## config.mk

```make
export PLATFORM = sky130hd
export DESIGN_NAME = spi_eeprom_command_sequencer
export DESIGN_NICKNAME = d
export VERILOG_FILES = /design/src/design/spiee_pkg.sv /design/src/design/spiee_front.sv /design/src/design/spiee_queue.sv /design/src/design/spiee_back.sv /design/src/design/spi_eeprom_command_sequencer.sv
export SDC_FILE = /design/constraint.sdc
export NUM_CORES = 1
export LEC_CHECK = 0
export ABC_CLOCK_PERIOD_IN_PS = 6000
export BUFFER_PORTS_ARGS = -buffer_cell sky130_fd_sc_hd__buf_2
export CAP_MARGIN = 0
export CORE_UTILIZATION = 45
export DETAILED_ROUTE_END_ITERATION = 8
export GPL_TIMING_DRIVEN = 0
export HOLD_SLACK_MARGIN = 0.06
export SYNTH_ARGS = -nofsm -noshare
export SYNTH_HDL_FRONTEND = slang
export SYNTH_SLANG_ARGS = --single-unit
```

## constraint.sdc

```tcl
create_clock -name clk -period 6 [get_ports clk]
set_clock_uncertainty 0.15 [all_clocks]
set_input_delay 0.6 -clock clk [delete_from_list [all_inputs] [get_ports clk]]
set_output_delay 0.6 -clock clk [all_outputs]
set_load 0.1 [all_outputs]
```

## src/design/spiee_pkg.sv

```systemverilog
// Shared types, codes and helpers for the SPI EEPROM command sequencer.
// No dependencies; every other design file refers to this package by scoped names.
`default_nettype none

package spiee_pkg;

	// Defaults for top-level parameters
	localparam int ADDR_WIDTH_DEF = 16;
	localparam int Q_DEPTH        = 2;

	// Configuration port
	localparam int CFG_IDX_W  = 2;
	localparam int CFG_DATA_W = 8;

	localparam logic [CFG_IDX_W-1:0] CFG_PAGE_LOG2 = 2'd0;
	localparam logic [CFG_IDX_W-1:0] CFG_RETRY     = 2'd1;
	localparam logic [CFG_IDX_W-1:0] CFG_AUTOSLEEP = 2'd2;
	localparam logic [CFG_IDX_W-1:0] CFG_SPLIT     = 2'd3;

	localparam logic [3:0] RST_PAGE_LOG2 = 4'd6;
	localparam logic [7:0] RST_RETRY     = 8'd10;
	localparam logic       RST_AUTOSLEEP = 1'b0;
	localparam logic       RST_SPLIT     = 1'b1;

	// Input item kinds
	localparam logic [1:0] KIND_REQ    = 2'd0;
	localparam logic [1:0] KIND_STATUS = 2'd1;
	localparam logic [1:0] KIND_TICK   = 2'd2;
	localparam logic [1:0] KIND_DATA   = 2'd3;

	// Request ops
	localparam logic [2:0] OP_WRITE = 3'd0;
	localparam logic [2:0] OP_READ  = 3'd1;
	localparam logic [2:0] OP_ERASE = 3'd2;
	localparam logic [2:0] OP_SLEEP = 3'd3;
	localparam logic [2:0] OP_WAKE  = 3'd4;

	// Outcome codes
	localparam logic [1:0] OUT_RUN     = 2'd0;
	localparam logic [1:0] OUT_DONE    = 2'd1;
	localparam logic [1:0] OUT_TIMEOUT = 2'd2;
	localparam logic [1:0] OUT_REJECT  = 2'd3;

	// 25-series instruction bytes
	localparam logic [7:0] CMD_WREN  = 8'h06;
	localparam logic [7:0] CMD_RDSR  = 8'h05;
	localparam logic [7:0] CMD_READ  = 8'h03;
	localparam logic [7:0] CMD_WRITE = 8'h02;
	localparam logic [7:0] CMD_ERASE = 8'hC7;
	localparam logic [7:0] CMD_SLEEP = 8'hB9;
	localparam logic [7:0] CMD_WAKE  = 8'hAB;

	// Status register: WIP/WEL pair must read as "enabled, not busy"
	localparam logic [1:0] STATUS_READY = 2'b10;

	typedef struct packed {
		logic [1:0]  kind;
		logic [2:0]  op;
		logic [15:0] address;
		logic [15:0] length;
		logic [7:0]  value;
	} item_t;

	typedef struct packed {
		logic [7:0] out_byte;
		logic       frame_start;
		logic       frame_end;
		logic       capture;
		logic       start_wait;
		logic [1:0] outcome;
		logic       last;
	} res_t;

	typedef struct packed {
		logic [CFG_IDX_W-1:0]  index;
		logic [CFG_DATA_W-1:0] data;
	} cfg_wr_t;

	typedef struct packed {
		logic [3:0] page_size_log2;
		logic [7:0] retry_limit;
		logic       auto_sleep;
		logic       page_split;
	} cfg_t;

	typedef enum logic [2:0] {
		PH_IDLE,
		PH_STATUS,
		PH_TICK,
		PH_WDATA,
		PH_RDATA
	} phase_t;

	// What follows the optional head byte of a descriptor
	typedef enum logic [2:0] {
		TAIL_NONE,
		TAIL_DONE,
		TAIL_TIMEOUT,
		TAIL_REJECT,
		TAIL_WAIT,
		TAIL_POLL,
		TAIL_ADDR
	} tail_t;

	typedef struct packed {
		logic       en;
		logic [7:0] data;
		logic       fs;
		logic       fe;
		logic       cap;
	} head_t;

	// One queue entry: all the beats that one accepted item produces
	typedef struct packed {
		head_t       head;
		tail_t       tail;
		logic [15:0] addr;
	} desc_t;

	// Last address of the frame that starts at cs; span is final_a - cs
	function automatic logic [15:0] chunk_end(input logic [15:0] cs,
			input logic [15:0] final_a, input logic [15:0] span,
			input logic [3:0] psl2, input logic split);
		logic [16:0] one_hot;
		logic [15:0] mask;
		logic [15:0] page_end;
		logic [15:0] room;
		one_hot  = 17'd1 << psl2;
		mask     = 16'(one_hot - 17'd1);
		page_end = cs | mask;
		room     = page_end - cs;
		return (!split || span <= room) ? final_a : page_end;
	endfunction

endpackage

`default_nettype wire

```

## src/design/spiee_front.sv

```systemverilog
// Front end: config registers, command state and classification of each item
// into one beat descriptor. Depends on spiee_pkg.
`default_nettype none

module spiee_front (
	input  wire logic              clk,
	input  wire logic              arst_n,
	input  wire logic              push,
	input  spiee_pkg::item_t       item,
	input  wire logic              q_full,
	input  wire logic              cfg_valid,
	input  spiee_pkg::cfg_wr_t     cfg_wr,
	output logic                   q_wr,
	output spiee_pkg::desc_t       q_desc
);

	spiee_pkg::cfg_t   cfg_q;
	spiee_pkg::phase_t phase_q, phase_d;
	logic [2:0]        op_q, op_d;
	logic [15:0]       cs_q, cs_d;
	logic [15:0]       fin_q, fin_d;
	logic [15:0]       last_q, last_d;
	logic [7:0]        polls_q, polls_d;

	logic [15:0] req_final;
	logic [15:0] req_dist;
	logic [15:0] nxt_cs;
	logic [15:0] nxt_dist;
	logic [7:0]  polls_inc;
	logic        at_end;
	logic        accept;

	assign accept    = push && !q_full;
	assign q_wr      = accept;
	assign req_dist  = item.length - 16'd1;
	assign req_final = item.address + req_dist;
	assign nxt_cs    = last_q + 16'd1;
	assign nxt_dist  = fin_q - nxt_cs;
	assign polls_inc = polls_q + 8'd1;
	assign at_end    = (cs_q == last_q);

	always_comb begin
		phase_d = phase_q;
		op_d    = op_q;
		cs_d    = cs_q;
		fin_d   = fin_q;
		last_d  = last_q;
		polls_d = polls_q;
		q_desc      = '0;
		q_desc.tail = spiee_pkg::TAIL_REJECT;
		q_desc.addr = cs_q;
		priority if (item.kind == spiee_pkg::KIND_REQ && phase_q == spiee_pkg::PH_IDLE
				&& item.op <= spiee_pkg::OP_WAKE) begin
			if (item.op == spiee_pkg::OP_WAKE) begin
				q_desc.head = '{en: 1'b1, data: spiee_pkg::CMD_WAKE, fs: 1'b1, fe: 1'b1,
					cap: 1'b0};
				q_desc.tail = spiee_pkg::TAIL_DONE;
			end else if (item.op <= spiee_pkg::OP_READ && item.length == 16'd0) begin
				q_desc.tail = spiee_pkg::TAIL_DONE;
			end else begin
				op_d    = item.op;
				polls_d = '0;
				if (item.op <= spiee_pkg::OP_READ) begin
					cs_d   = item.address;
					fin_d  = req_final;
					last_d = (item.op == spiee_pkg::OP_WRITE)
						? spiee_pkg::chunk_end(item.address, req_final, req_dist,
							cfg_q.page_size_log2, cfg_q.page_split)
						: req_final;
				end
				if (cfg_q.auto_sleep && item.op <= spiee_pkg::OP_ERASE) begin
					q_desc.head = '{en: 1'b1, data: spiee_pkg::CMD_WAKE, fs: 1'b1, fe: 1'b1,
						cap: 1'b0};
				end
				q_desc.tail = spiee_pkg::TAIL_POLL;
				phase_d     = spiee_pkg::PH_STATUS;
			end
		end else if (item.kind == spiee_pkg::KIND_STATUS && phase_q == spiee_pkg::PH_STATUS)
				begin
			polls_d = polls_inc;
			if (item.value[1:0] == spiee_pkg::STATUS_READY) begin
				priority if (op_q == spiee_pkg::OP_WRITE) begin
					q_desc.head = '{en: 1'b1, data: spiee_pkg::CMD_WRITE, fs: 1'b1, fe: 1'b0,
						cap: 1'b0};
					q_desc.tail = spiee_pkg::TAIL_ADDR;
					phase_d     = spiee_pkg::PH_WDATA;
				end else if (op_q == spiee_pkg::OP_READ) begin
					q_desc.head = '{en: 1'b1, data: spiee_pkg::CMD_READ, fs: 1'b1, fe: 1'b0,
						cap: 1'b0};
					q_desc.tail = spiee_pkg::TAIL_ADDR;
					phase_d     = spiee_pkg::PH_RDATA;
				end else if (op_q == spiee_pkg::OP_ERASE) begin
					q_desc.head = '{en: 1'b1, data: spiee_pkg::CMD_ERASE, fs: 1'b1, fe: 1'b1,
						cap: 1'b0};
					if (cfg_q.auto_sleep) begin
						op_d        = spiee_pkg::OP_SLEEP;
						polls_d     = '0;
						q_desc.tail = spiee_pkg::TAIL_POLL;
					end else begin
						q_desc.tail = spiee_pkg::TAIL_DONE;
						phase_d     = spiee_pkg::PH_IDLE;
					end
				end else begin
					q_desc.head = '{en: 1'b1, data: spiee_pkg::CMD_SLEEP, fs: 1'b1, fe: 1'b1,
						cap: 1'b0};
					q_desc.tail = spiee_pkg::TAIL_DONE;
					phase_d     = spiee_pkg::PH_IDLE;
				end
			end else if (polls_inc >= cfg_q.retry_limit) begin
				q_desc.tail = spiee_pkg::TAIL_TIMEOUT;
				phase_d     = spiee_pkg::PH_IDLE;
			end else begin
				q_desc.tail = spiee_pkg::TAIL_WAIT;
				phase_d     = spiee_pkg::PH_TICK;
			end
		end else if (item.kind == spiee_pkg::KIND_TICK && phase_q == spiee_pkg::PH_TICK) begin
			q_desc.tail = spiee_pkg::TAIL_POLL;
			phase_d     = spiee_pkg::PH_STATUS;
		end else if (item.kind == spiee_pkg::KIND_DATA && (phase_q == spiee_pkg::PH_WDATA
				|| phase_q == spiee_pkg::PH_RDATA)) begin
			q_desc.head.en   = 1'b1;
			q_desc.head.data = (phase_q == spiee_pkg::PH_WDATA) ? item.value : 8'h00;
			q_desc.head.fe   = at_end;
			q_desc.head.cap  = (phase_q == spiee_pkg::PH_RDATA);
			if (!at_end) begin
				cs_d        = cs_q + 16'd1;
				q_desc.tail = spiee_pkg::TAIL_NONE;
			end else if (last_q == fin_q) begin
				// transfer complete
				if (cfg_q.auto_sleep) begin
					op_d        = spiee_pkg::OP_SLEEP;
					polls_d     = '0;
					q_desc.tail = spiee_pkg::TAIL_POLL;
					phase_d     = spiee_pkg::PH_STATUS;
				end else begin
					q_desc.tail = spiee_pkg::TAIL_DONE;
					phase_d     = spiee_pkg::PH_IDLE;
				end
			end else begin
				// page boundary: next chunk, poll again
				cs_d        = nxt_cs;
				last_d      = spiee_pkg::chunk_end(nxt_cs, fin_q, nxt_dist,
					cfg_q.page_size_log2, cfg_q.page_split);
				polls_d     = '0;
				q_desc.tail = spiee_pkg::TAIL_POLL;
				phase_d     = spiee_pkg::PH_STATUS;
			end
		end else begin
			q_desc.tail = spiee_pkg::TAIL_REJECT;
		end
	end

	always_ff @(posedge clk or negedge arst_n) begin
		if (!arst_n) begin
			phase_q <= spiee_pkg::PH_IDLE;
			op_q    <= '0;
			cs_q    <= '0;
			fin_q   <= '0;
			last_q  <= '0;
			polls_q <= '0;
		end else if (accept) begin
			phase_q <= phase_d;
			op_q    <= op_d;
			cs_q    <= cs_d;
			fin_q   <= fin_d;
			last_q  <= last_d;
			polls_q <= polls_d;
		end
	end

	always_ff @(posedge clk or negedge arst_n) begin
		if (!arst_n) begin
			cfg_q.page_size_log2 <= spiee_pkg::RST_PAGE_LOG2;
			cfg_q.retry_limit    <= spiee_pkg::RST_RETRY;
			cfg_q.auto_sleep     <= spiee_pkg::RST_AUTOSLEEP;
			cfg_q.page_split     <= spiee_pkg::RST_SPLIT;
		end else if (cfg_valid) begin
			unique case (cfg_wr.index)
				spiee_pkg::CFG_PAGE_LOG2: cfg_q.page_size_log2 <= cfg_wr.data[3:0];
				spiee_pkg::CFG_RETRY:     cfg_q.retry_limit    <= cfg_wr.data;
				spiee_pkg::CFG_AUTOSLEEP: cfg_q.auto_sleep     <= cfg_wr.data[0];
				spiee_pkg::CFG_SPLIT:     cfg_q.page_split     <= cfg_wr.data[0];
				default: ;
			endcase
		end
	end

endmodule

`default_nettype wire

```

## src/design/spiee_queue.sv

```systemverilog
// Short descriptor queue between front and back.
// Depends on spiee_pkg for the descriptor type.
`default_nettype none

module spiee_queue #(
	parameter int DEPTH = spiee_pkg::Q_DEPTH
) (
	input  wire logic          clk,
	input  wire logic          arst_n,
	input  wire logic          wr,
	input  spiee_pkg::desc_t   wdata,
	output logic               full,
	input  wire logic          rd,
	output logic               empty,
	output spiee_pkg::desc_t   rdata
);

	localparam int PTR_W = (DEPTH > 1) ? $clog2(DEPTH) : 1;
	localparam int CNT_W = $clog2(DEPTH + 1);
	localparam logic [PTR_W-1:0] PTR_LAST = PTR_W'(DEPTH - 1);
	localparam logic [CNT_W-1:0] CNT_FULL = CNT_W'(DEPTH);

	spiee_pkg::desc_t  slot_q [DEPTH];
	logic [PTR_W-1:0]  wptr_q, rptr_q;
	logic [CNT_W-1:0]  cnt_q;

	assign full  = (cnt_q == CNT_FULL);
	assign empty = (cnt_q == '0);
	assign rdata = slot_q[rptr_q];

	always_ff @(posedge clk) begin
		if (wr) begin
			slot_q[wptr_q] <= wdata;
		end
	end

	always_ff @(posedge clk or negedge arst_n) begin
		if (!arst_n) begin
			wptr_q <= '0;
			rptr_q <= '0;
			cnt_q  <= '0;
		end else begin
			if (wr) begin
				wptr_q <= (wptr_q == PTR_LAST) ? '0 : wptr_q + PTR_W'(1);
			end
			if (rd) begin
				rptr_q <= (rptr_q == PTR_LAST) ? '0 : rptr_q + PTR_W'(1);
			end
			if (wr && !rd) begin
				cnt_q <= cnt_q + CNT_W'(1);
			end else if (rd && !wr) begin
				cnt_q <= cnt_q - CNT_W'(1);
			end
		end
	end

endmodule

`default_nettype wire

```

## src/design/spiee_back.sv

```systemverilog
// Back end (uses spiee_pkg): expands each descriptor into result beats,
// one per cycle unless stalled by pop, into a single output register.
`default_nettype none

module spiee_back #(
	parameter int ADDR_WIDTH = spiee_pkg::ADDR_WIDTH_DEF
) (
	input  wire logic          clk,
	input  wire logic          arst_n,
	input  wire logic          q_empty,
	input  spiee_pkg::desc_t   q_desc,
	output logic               q_pop,
	input  wire logic          pop,
	output logic               empty,
	output spiee_pkg::res_t    result
);

	localparam int NBYTES    = (ADDR_WIDTH + 7) / 8;
	localparam int MAX_BEATS = 1 + ((NBYTES > 3) ? NBYTES : 3);
	localparam int IDX_W     = $clog2(MAX_BEATS);
	localparam logic [IDX_W-1:0] TOP_ABYTE = IDX_W'(NBYTES - 1);

	logic [IDX_W-1:0] idx_q;
	logic [IDX_W-1:0] tpos;
	logic [IDX_W-1:0] abyte;
	logic [IDX_W:0]   tail_len;
	logic [IDX_W:0]   beat_cnt;
	logic             last_beat;
	logic             load;
	logic             emit;
	logic             valid_q;
	spiee_pkg::res_t  beat;
	spiee_pkg::res_t  res_q;

	assign load  = !valid_q || pop;
	assign emit  = !q_empty && load;
	assign tpos  = idx_q - IDX_W'(q_desc.head.en);
	assign abyte = TOP_ABYTE - tpos;

	always_comb begin
		unique case (q_desc.tail)
			spiee_pkg::TAIL_NONE: tail_len = '0;
			spiee_pkg::TAIL_POLL: tail_len = (IDX_W+1)'(3);
			spiee_pkg::TAIL_ADDR: tail_len = (IDX_W+1)'(NBYTES);
			default:              tail_len = (IDX_W+1)'(1);
		endcase
	end

	assign beat_cnt  = tail_len + (IDX_W+1)'(q_desc.head.en);
	assign last_beat = ({1'b0, idx_q} == beat_cnt - (IDX_W+1)'(1));

	always_comb begin
		beat = '0;
		if (q_desc.head.en && idx_q == '0) begin
			beat.out_byte    = q_desc.head.data;
			beat.frame_start = q_desc.head.fs;
			beat.frame_end   = q_desc.head.fe;
			beat.capture     = q_desc.head.cap;
		end else begin
			unique case (q_desc.tail)
				spiee_pkg::TAIL_DONE:    beat.outcome = spiee_pkg::OUT_DONE;
				spiee_pkg::TAIL_TIMEOUT: beat.outcome = spiee_pkg::OUT_TIMEOUT;
				spiee_pkg::TAIL_REJECT:  beat.outcome = spiee_pkg::OUT_REJECT;
				spiee_pkg::TAIL_WAIT:    beat.start_wait = 1'b1;
				spiee_pkg::TAIL_POLL: begin
					// WREN frame, then RDSR with one dummy byte
					unique case (tpos)
						IDX_W'(0): begin
							beat.out_byte    = spiee_pkg::CMD_WREN;
							beat.frame_start = 1'b1;
							beat.frame_end   = 1'b1;
						end
						IDX_W'(1): begin
							beat.out_byte    = spiee_pkg::CMD_RDSR;
							beat.frame_start = 1'b1;
						end
						default: begin
							beat.frame_end = 1'b1;
							beat.capture   = 1'b1;
						end
					endcase
				end
				spiee_pkg::TAIL_ADDR: begin
					// most significant byte first; bytes above bit 15 are zero
					if (abyte == IDX_W'(1)) begin
						beat.out_byte = q_desc.addr[15:8];
					end else if (abyte == '0) begin
						beat.out_byte = q_desc.addr[7:0];
					end
				end
				default: ;
			endcase
		end
		beat.last = last_beat;
	end

	assign q_pop = emit && last_beat;

	always_ff @(posedge clk) begin
		if (emit) begin
			res_q <= beat;
		end
	end

	always_ff @(posedge clk or negedge arst_n) begin
		if (!arst_n) begin
			valid_q <= 1'b0;
			idx_q   <= '0;
		end else begin
			if (load) begin
				valid_q <= emit;
			end
			if (emit) begin
				idx_q <= last_beat ? '0 : idx_q + IDX_W'(1);
			end
		end
	end

	assign empty  = !valid_q;
	assign result = res_q;

endmodule

`default_nettype wire

```

## src/design/spi_eeprom_command_sequencer.sv

```systemverilog
// SPI EEPROM command sequencer for 25-series parts: turns write, read, chip erase,
// sleep and wake requests into byte beats for an external SPI shifter, with a
// WREN/RDSR ready poll before each command except wake, retries on tick, page
// splitting of writes and optional automatic wake/sleep around each write, read
// and erase. Each accepted item yields one to 1 + max(3, ceil(ADDR_WIDTH/8))
// result beats (an address frame is 1 + ceil(ADDR_WIDTH/8) beats). The front end
// takes one item per cycle while its descriptor queue (Q_DEPTH entries) has room;
// the back end emits one beat per cycle into the output register unless a held
// beat awaits pop. An accepted item goes to the queue, then its first beat to the
// output register. Configuration writes are always accepted (cfg_ready is tied
// high) and must only be issued while the block is idle. Uses spiee_pkg.
`default_nettype none

module spi_eeprom_command_sequencer #(
	parameter int ADDR_WIDTH = spiee_pkg::ADDR_WIDTH_DEF,
	parameter int Q_DEPTH    = spiee_pkg::Q_DEPTH
) (
	input  wire logic                              clk,
	input  wire logic                              arst_n,
	// item side
	input  wire logic                              push,
	output logic                                   full,
	input  spiee_pkg::item_t                       item,
	// result side
	output logic                                   empty,
	input  wire logic                              pop,
	output spiee_pkg::res_t                        result,
	// register writes
	input  wire logic                              cfg_valid,
	output logic                                   cfg_ready,
	input  wire logic [spiee_pkg::CFG_IDX_W-1:0]   cfg_index,
	input  wire logic [spiee_pkg::CFG_DATA_W-1:0]  cfg_data
);

	spiee_pkg::cfg_wr_t cfg_wr;
	spiee_pkg::desc_t   wr_desc;
	spiee_pkg::desc_t   rd_desc;
	logic               q_wr;
	logic               q_full;
	logic               q_empty;
	logic               q_pop;

	assign cfg_ready    = 1'b1;
	assign cfg_wr.index = cfg_index;
	assign cfg_wr.data  = cfg_data;
	assign full         = q_full;

	// Front: command state, config registers, one descriptor per item
	spiee_front u_front (
		.clk       (clk),
		.arst_n    (arst_n),
		.push      (push),
		.item      (item),
		.q_full    (q_full),
		.cfg_valid (cfg_valid),
		.cfg_wr    (cfg_wr),
		.q_wr      (q_wr),
		.q_desc    (wr_desc)
	);

	// Decoupling queue, so a stalled result side stalls classification only once full
	spiee_queue #(
		.DEPTH (Q_DEPTH)
	) u_queue (
		.clk    (clk),
		.arst_n (arst_n),
		.wr     (q_wr),
		.wdata  (wr_desc),
		.full   (q_full),
		.rd     (q_pop),
		.empty  (q_empty),
		.rdata  (rd_desc)
	);

	// Back: descriptor to beats
	spiee_back #(
		.ADDR_WIDTH (ADDR_WIDTH)
	) u_back (
		.clk     (clk),
		.arst_n  (arst_n),
		.q_empty (q_empty),
		.q_desc  (rd_desc),
		.q_pop   (q_pop),
		.pop     (pop),
		.empty   (empty),
		.result  (result)
	);

	// Status-only beats carry no bus byte
	assert property (@(posedge clk) disable iff (!arst_n)
		(!empty && (result.outcome != spiee_pkg::OUT_RUN || result.start_wait))
		|-> (result.out_byte == 8'h00 && !result.frame_start && !result.frame_end
			&& !result.capture))
		else $error("status beat carries bus fields");

	// A completion, timeout, reject or wait request always closes its item
	assert property (@(posedge clk) disable iff (!arst_n)
		(!empty && (result.outcome != spiee_pkg::OUT_RUN || result.start_wait))
		|-> result.last)
		else $error("status beat not marked last");

	// A descriptor leaves the queue only when the back end has one to expand
	assert property (@(posedge clk) disable iff (!arst_n)
		q_pop |-> !q_empty)
		else $error("descriptor popped from empty queue");

endmodule

`default_nettype wire
```

-- After elaboration in Yosys (flattened, before gate mapping)
Memory sizes are Yosys's and may differ from the RTL's.
Cells that the tools add are included.
- output and inout port bits: 18
- bits in registers: 98
- RAM bits: 62
- logic and storage cells: 250
- memories kept: 1
- memories (name ; words ; width ; read ports ; clocked after Yosys merged registers in ; wr ports ; RTL line ; source):
    u_queue.slot_q ; 2 ; 31 ; 1 ; 0 ; 1 ; spiee_queue.sv:23 ; spiee_pkg::desc_t slot_q [DEPTH];
- $add $sub $neg: 18
- magnitude comparators: 6
- shifts and indexed selects: 1
- eq/ne operators: 40
- reductions and logical operators: 53
- mux-type cells: 105
- bitwise logic cells: 4
- operator list (kind ; count):
    $mux W16 ; 21
    $mux W8 ; 17
    $mux W3 ; 34
    $mux W15 ; 4
    $sub A16 B16 Y16 ; 3
    $mux W12 ; 3
    $add A16 B1 Y16 const B ; 2
    $eq A16 B16 Y1 ; 2
    $le A16 B16 Y1 ; 2
    $or A16 B16 Y16 ; 2
    $sub A16 B1 Y16 const B ; 2
    $mux W9 ; 3
    $add A16 B16 Y16 ; 1
    $logic_not A16 Y1 ; 1
    $pmux W8 S2 ; 1
    $shl A1 B4 Y16 const A ; 1
    $eq A3 B2 Y1 const B ; 5
    $eq A3 B3 Y1 const B ; 5
    $logic_and A1 B1 Y1 ; 13
    $mux W13 ; 1
    $eq A2 B2 Y1 const B ; 6
    $logic_not A2 Y1 ; 6
    $logic_not A3 Y1 ; 4
    $mux W2 ; 6
    other kinds (41) ; 82

-- Longest topological paths before layout
- depth after elaboration: 13
- mapped depth: 24
- mapped depth without buffers: 22

-- Modules after synthesis
Synthesis repeated with hierarchy kept, for this count alone.
- cells, all modules: 1264
- area total of the unflattened synthesis: 12046.6 um^2
- modules (own cells, without submodules) (module ; seq. area each (um^2) ; area an instance (um^2) ; cells each ; instances):
    spiee_front ; 1908.1 ; 8375.5 ; 1053 ; 1
    spiee_queue ; 1961.9 ; 2577.5 ; 113 ; 1
    spiee_back ; 525.5 ; 1082.3 ; 96 ; 1
    spi_eeprom_command_sequencer ; 0.0 ; 11.3 ; 2 ; 1

-- Worst setup path before layout
OpenSTA, ideal clock, no wires.
- kind: flip-flop to flip-flop
- start point: register u_front.cfg_q[13] in the netlist's numbering
- end point: register u_front.last_q[2]
- path slack: 0.756 ns
- data required time: 5.724 ns
- data arrival time: 4.969 ns
- path buffers: 2
- period minus slack after synthesis: 5.244 ns
- library setup time: 0.126 ns
- stages on the path, launching flop included: 24
- path through: dfrtp_1 > buf_6 > clkbuf_1 > nor4_1 > inv_1 > ha_1 > nor2_1 > inv_1 > ha_1 > nor2_1 > o2111ai_2 > a2111oi_4 > o211ai_2 > nor3b_2 > o211ai_1 > xnor2_1 > ha_1 > nand3_1 > nor3_1 > o311a_1 > o21ai_2 > or3b_2 > a31oi_1 > a21oi_1
- longest elaborated chain between the ends: 13
- ends and longest elaborated chain (item ; RTL line ; source):
    start: declaration ; spiee_front.sv:17 ; spiee_pkg::cfg_t cfg_q;
    $shl A1 B4 Y16 (*) ; spiee_pkg.sv:128 ; one_hot = 17'd1 << psl2;
    $sub A16 B1 Y16 (*) ; spiee_pkg.sv:129 ; mask = 16'(one_hot - 17'd1);
    $or A16 B16 Y16 ; spiee_pkg.sv:130 ; page_end = cs | mask;
    $sub A16 B16 Y16 ; spiee_pkg.sv:131 ; room = page_end - cs;
    $le A16 B16 Y1 ; spiee_pkg.sv:132 ; return (!split || span <= room) ? final_a : page_end;
    $logic_or A1 B1 Y1 ; spiee_pkg.sv:132 ;
    $mux W16 ; spiee_pkg.sv:132 ;
    $mux W16 ; spiee_front.sv:128 ; end else if (last_q == fin_q) begin
    $mux W16 ; spiee_front.sv:125 ; if (!at_end) begin
    $mux W16 ; spiee_front.sv:119 ; end else if (item.kind == spiee_pkg::KIND_DATA && (phase_q == spiee_pkg::PH_WDATA
    $mux W16 ; spiee_front.sv:116 ; end else if (item.kind == spiee_pkg::KIND_TICK && phase_q == spiee_pkg::PH_TICK) begin
    $mux W16 ; spiee_front.sv:78 ; end else if (item.kind == spiee_pkg::KIND_STATUS && phase_q == spiee_pkg::PH_STATUS)
    $mux W16 (*) ; spiee_front.sv:52 ; priority if (item.kind == spiee_pkg::KIND_REQ && phase_q == spiee_pkg::PH_IDLE
    end signal: assignment ; spiee_front.sv:166 ; last_q <= last_d;
    end: declaration ; spiee_front.sv:22 ; logic [15:0] last_q, last_d;
Mark *: on every way between the ends. The rest lies on a longest branch, timed or not. The select of a mux whose other input is x is not followed.
A chain may end at the register's enable or synchronous reset.

-- Worst setup path after layout
- start point: register u_front.cfg_q[13] in the netlist's numbering
- end point: register u_front.last_q[9]
Same word-level chain as after synthesis.

==> run_results.csv <==
group,metric,value,unit
routing,vias,9907,
clock_tree,cts_tree,"built",
layout,final_util,51.82,%
clock_tree,clk_latency,0.44,ns
timing,rsz0062_at_grt,"no",
logic_synthesis,synth_xor_area_share,8.942,%
logic_synthesis,synth_top_area_share,19.44,%
layout,finalNonFillerCells,1704,
timing,setup_viol,0,
global_routing,antenna_found_initial,0,
global_routing,grt_pass1_wl,52260,um
logic_synthesis,yosys-top-cells-count,"119 x nor2_1, 108 x nand2_1, 83 x ha_1",
routing,finalWirelength,33470,um
logic_synthesis,async_reset_ff_share,51.88,%
logic_synthesis,synth.most_common_cell,"nor2_1",
routing,dr.pass1.iters,7,
worst_setup_path,crit_top_cell,"ha_1",
floorplanning,design.core.area,25980,um^2
placement,port_buffers,76,
layout,final_area,13470,um^2
routing,drtAntennaViolNets,0,
placement,placed_area,12750,um^2
logic_synthesis,synth.distinct_cells,92,
floorplanning,pin_count,78,
floorplanning,initial_core_util,45.77,%
pwr,ir_drop,0.3725,mV
timing,drv_slew,0,
clock_tree,cts_buffers,17,
clock_tree,clock-root-buffer,"clkbuf_16",
placement,dp_hpwl,26330,um
floorplanning,dieArea,27080,um^2
global_routing,grt_overflow,0,
logic_synthesis,synth_top_family_by_area,"simple AND/OR/NAND/NOR gates",
timing,worstMarginPinSlew,0.9032,ns
routing,first_iter_violations,797,
routing,drc,0,
logic_synthesis,synth_edf_count,77,
logic_synthesis,netlist_top_cells_area,"edfxtp_1 19%, dfrtp_1 16%, ha_1 8.7%",
logic_synthesis,synth_warnings,0,
layout,diodes,0,
timing,tns,0,ns
job,cap_viol_max_count,0,
status,status,"completed",
logic_synthesis,yosysTopAreaCell,"edfxtp_1",
routing,via_per_inst,5.814,
worst_setup_path,path_cells,"buf_6, buf_2, nor3_2, nand2_1, ha_1, or2_2, ha_1, nand2b_1, nor3b_2, and3_1, nand4_1, nor3_2, xor2_1, ha_1, and3_1, nand4_1, a31o_1, a41oi_2, buf_4, nor2_1, a311oi_1, a31oi_1, a21oi_1",
logic_synthesis,ys_ff_latch,160,
routing,wl_per_cell,19.64,um
floorplanning,die_w,164.6,um
timing,fin_crit,5.761,ns
global_routing,grt_pass1_vias,9553,
floorplanning,die_h,164.6,um
worst_setup_path,cp.buffers_inverters,3,
global_routing,track_usage,25.45,%
worst_setup_path,crit_path_start_kind,"register",
worst_setup_path,critPathMaxFanout,10,
placement,routabilityCongestion,0.9414,
timing,post-route-period-util,96.01,%
worst_setup_path,end_kind,"register",
logic_synthesis,syn_inst,1252,
logic_synthesis,muxShareOfSynthArea,6.280,%
timing,hold_viol,0,
logic_synthesis,synth_ff_type,"dfrtp_1",
layout,drive_gt1_share,17.09,%
worst_setup_path,path_class,"register to register",
logic_synthesis,synth-compound-area-share,16.44,%
timing,slew_headroom,39.65,%
pwr,powerDensity,541.6,nW/um^2
worst_setup_path,cpLargestDelayFamily,"simple AND/OR/NAND/NOR gates",
timing,clock.fmax,173.6,MHz
logic_synthesis,seq_area_frac_synth,36.96,%
timing,hold-worst-slack,0.2365,ns
clock_tree,htreeDepth,4,
min_path,hp-class,"input pin to register",
layout,final_nets,1501,
logic_synthesis,syn_area_per_cell,9.500,um^2
logic_synthesis,netlist_area,11890,um^2
logic_synthesis,synthAdderAreaFrac,9.068,%
clock_tree,clk_pin_slew,0.08,ns
worst_setup_path,cp.required,6.20,ns
layout,area_growth,13.22,%
global_routing,grt_max_degree,58,
clock_tree,cts.sinks,160,
floorplanning,placementRows,59,
worst_setup_path,crit_arrival,5.96,ns
clock_tree,clockBufferDepth,2,
logic_synthesis,yosys.area_share.simple,18.29,%
placement,placedCellCount,1668,
worst_setup_path,critPathMaxStageDelay,0.42,ns
pwr,p_leak,5.836,nW
worst_setup_path,slowest_stage,"dfrtp_1",
[flip-flops by register name (all words and copies together) (netlist names)]
signal           cells
u_queue.wptr_q       1
u_front.polls_q      8
u_queue.rptr_q       1
u_front.cs_q        16
u_back.valid_q       1
u_back.idx_q         2
u_queue.slot_q      62
u_front.cfg_q       14
u_front.phase_q      3
u_back.result       15
u_queue.cnt_q        2
u_front.last_q      16
u_front.fin_q       16
u_front.op_q         3
[layout by cell type, fill, tap and decap left out, types with 49 or more instances in the layout]
cell type / count
dfrtp_1: 78
xor2_1: 67
xnor2_1: 49
nand2_1: 108
nor2_1: 116
edfxtp_1: 77
buf_2: 96
ha_1: 83
inv_1: 51
a21oi_1: 60
[cell type report]
type	count	area, um^2
fillers	2439	12520
multi-input cells	988	7102
flip-flops and latches	160	4395
repair buffers	82	450.4
clock buffers	17	425.4
well taps	335	419.2
plain buffers	55	291.5
inverters	52	195.2
clock inverters	15	187.7
[power by group]
group,switching (W),total (W),internal (W)
clock network,0.000530,0.00113,0.000600
logic,0.00266,0.00430,0.00164
registers,0.000290,0.00187,0.00158
[routing by layer]
metal	GRT usage, %	part of all wire (%)	up-vias
met1	33.43	44	4738
met2	42.84	48	331
met3	2.963	5.0	65
met5	0	0	-
met4	9.675	2.9	0
li1	-	-	4773
[path summary, 6_finish.rpt]
path | from | endpoint | slack (ns) | cells after the start
max in group asynchronous | arst_n | u_front.cfg_q[0] | 4.57 | 3
setup / recovery | u_front.cfg_q[13] | u_front.last_q[9] | 0.24 | 23
hold reg to reg | u_back.valid_q | u_back.valid_q | 0.36 | 2
hold / removal | cfg_data[7] | u_front.cfg_q[9] | 0.24 | 2
min in group asynchronous | arst_n | u_front.cfg_q[6] | 0.48 | 2
setup reg to reg | u_front.cfg_q[13] | u_front.last_q[9] | 0.24 | 23
[stage by stage]
stage          setup slack (ns)  power (W)
6_report                 0.2393   0.007293
2_1_floorplan            0.7556   0.005042
3_3_place_gp            -0.6524   0.006023
4_1_cts                 0.02775   0.007265
3_5_place_dp            -0.6718   0.006088
5_1_grt                 0.01301   0.007799
[cell families (layout without fill, tap and decap cells)]
group                    Yosys count  count (layout)
other                              1               5
adder cells (fa/ha/maj)           85              85
AND/OR/NAND/NOR                  428             428
XOR/XNOR                         119             119
buffers and inverters            108             221
multiplexers                      60              60
AO/OA/AOI/OAI                    291             291
flip-flops                       160             160
[what timing repair did]
| item | 4_1_cts | 5_1_grt |
|---|---|---|
| hold buffers | 1 | 0 |
| setup endpoints to repair | 16 | 16 |
| endpoints found under the hold margin | 22 | 0 |
| buffers inserted | 3 | 1 |
| pin swaps | 2 | 4 |
| resized for setup | 8 | 12 |
(Power assumes the default switching activity.)
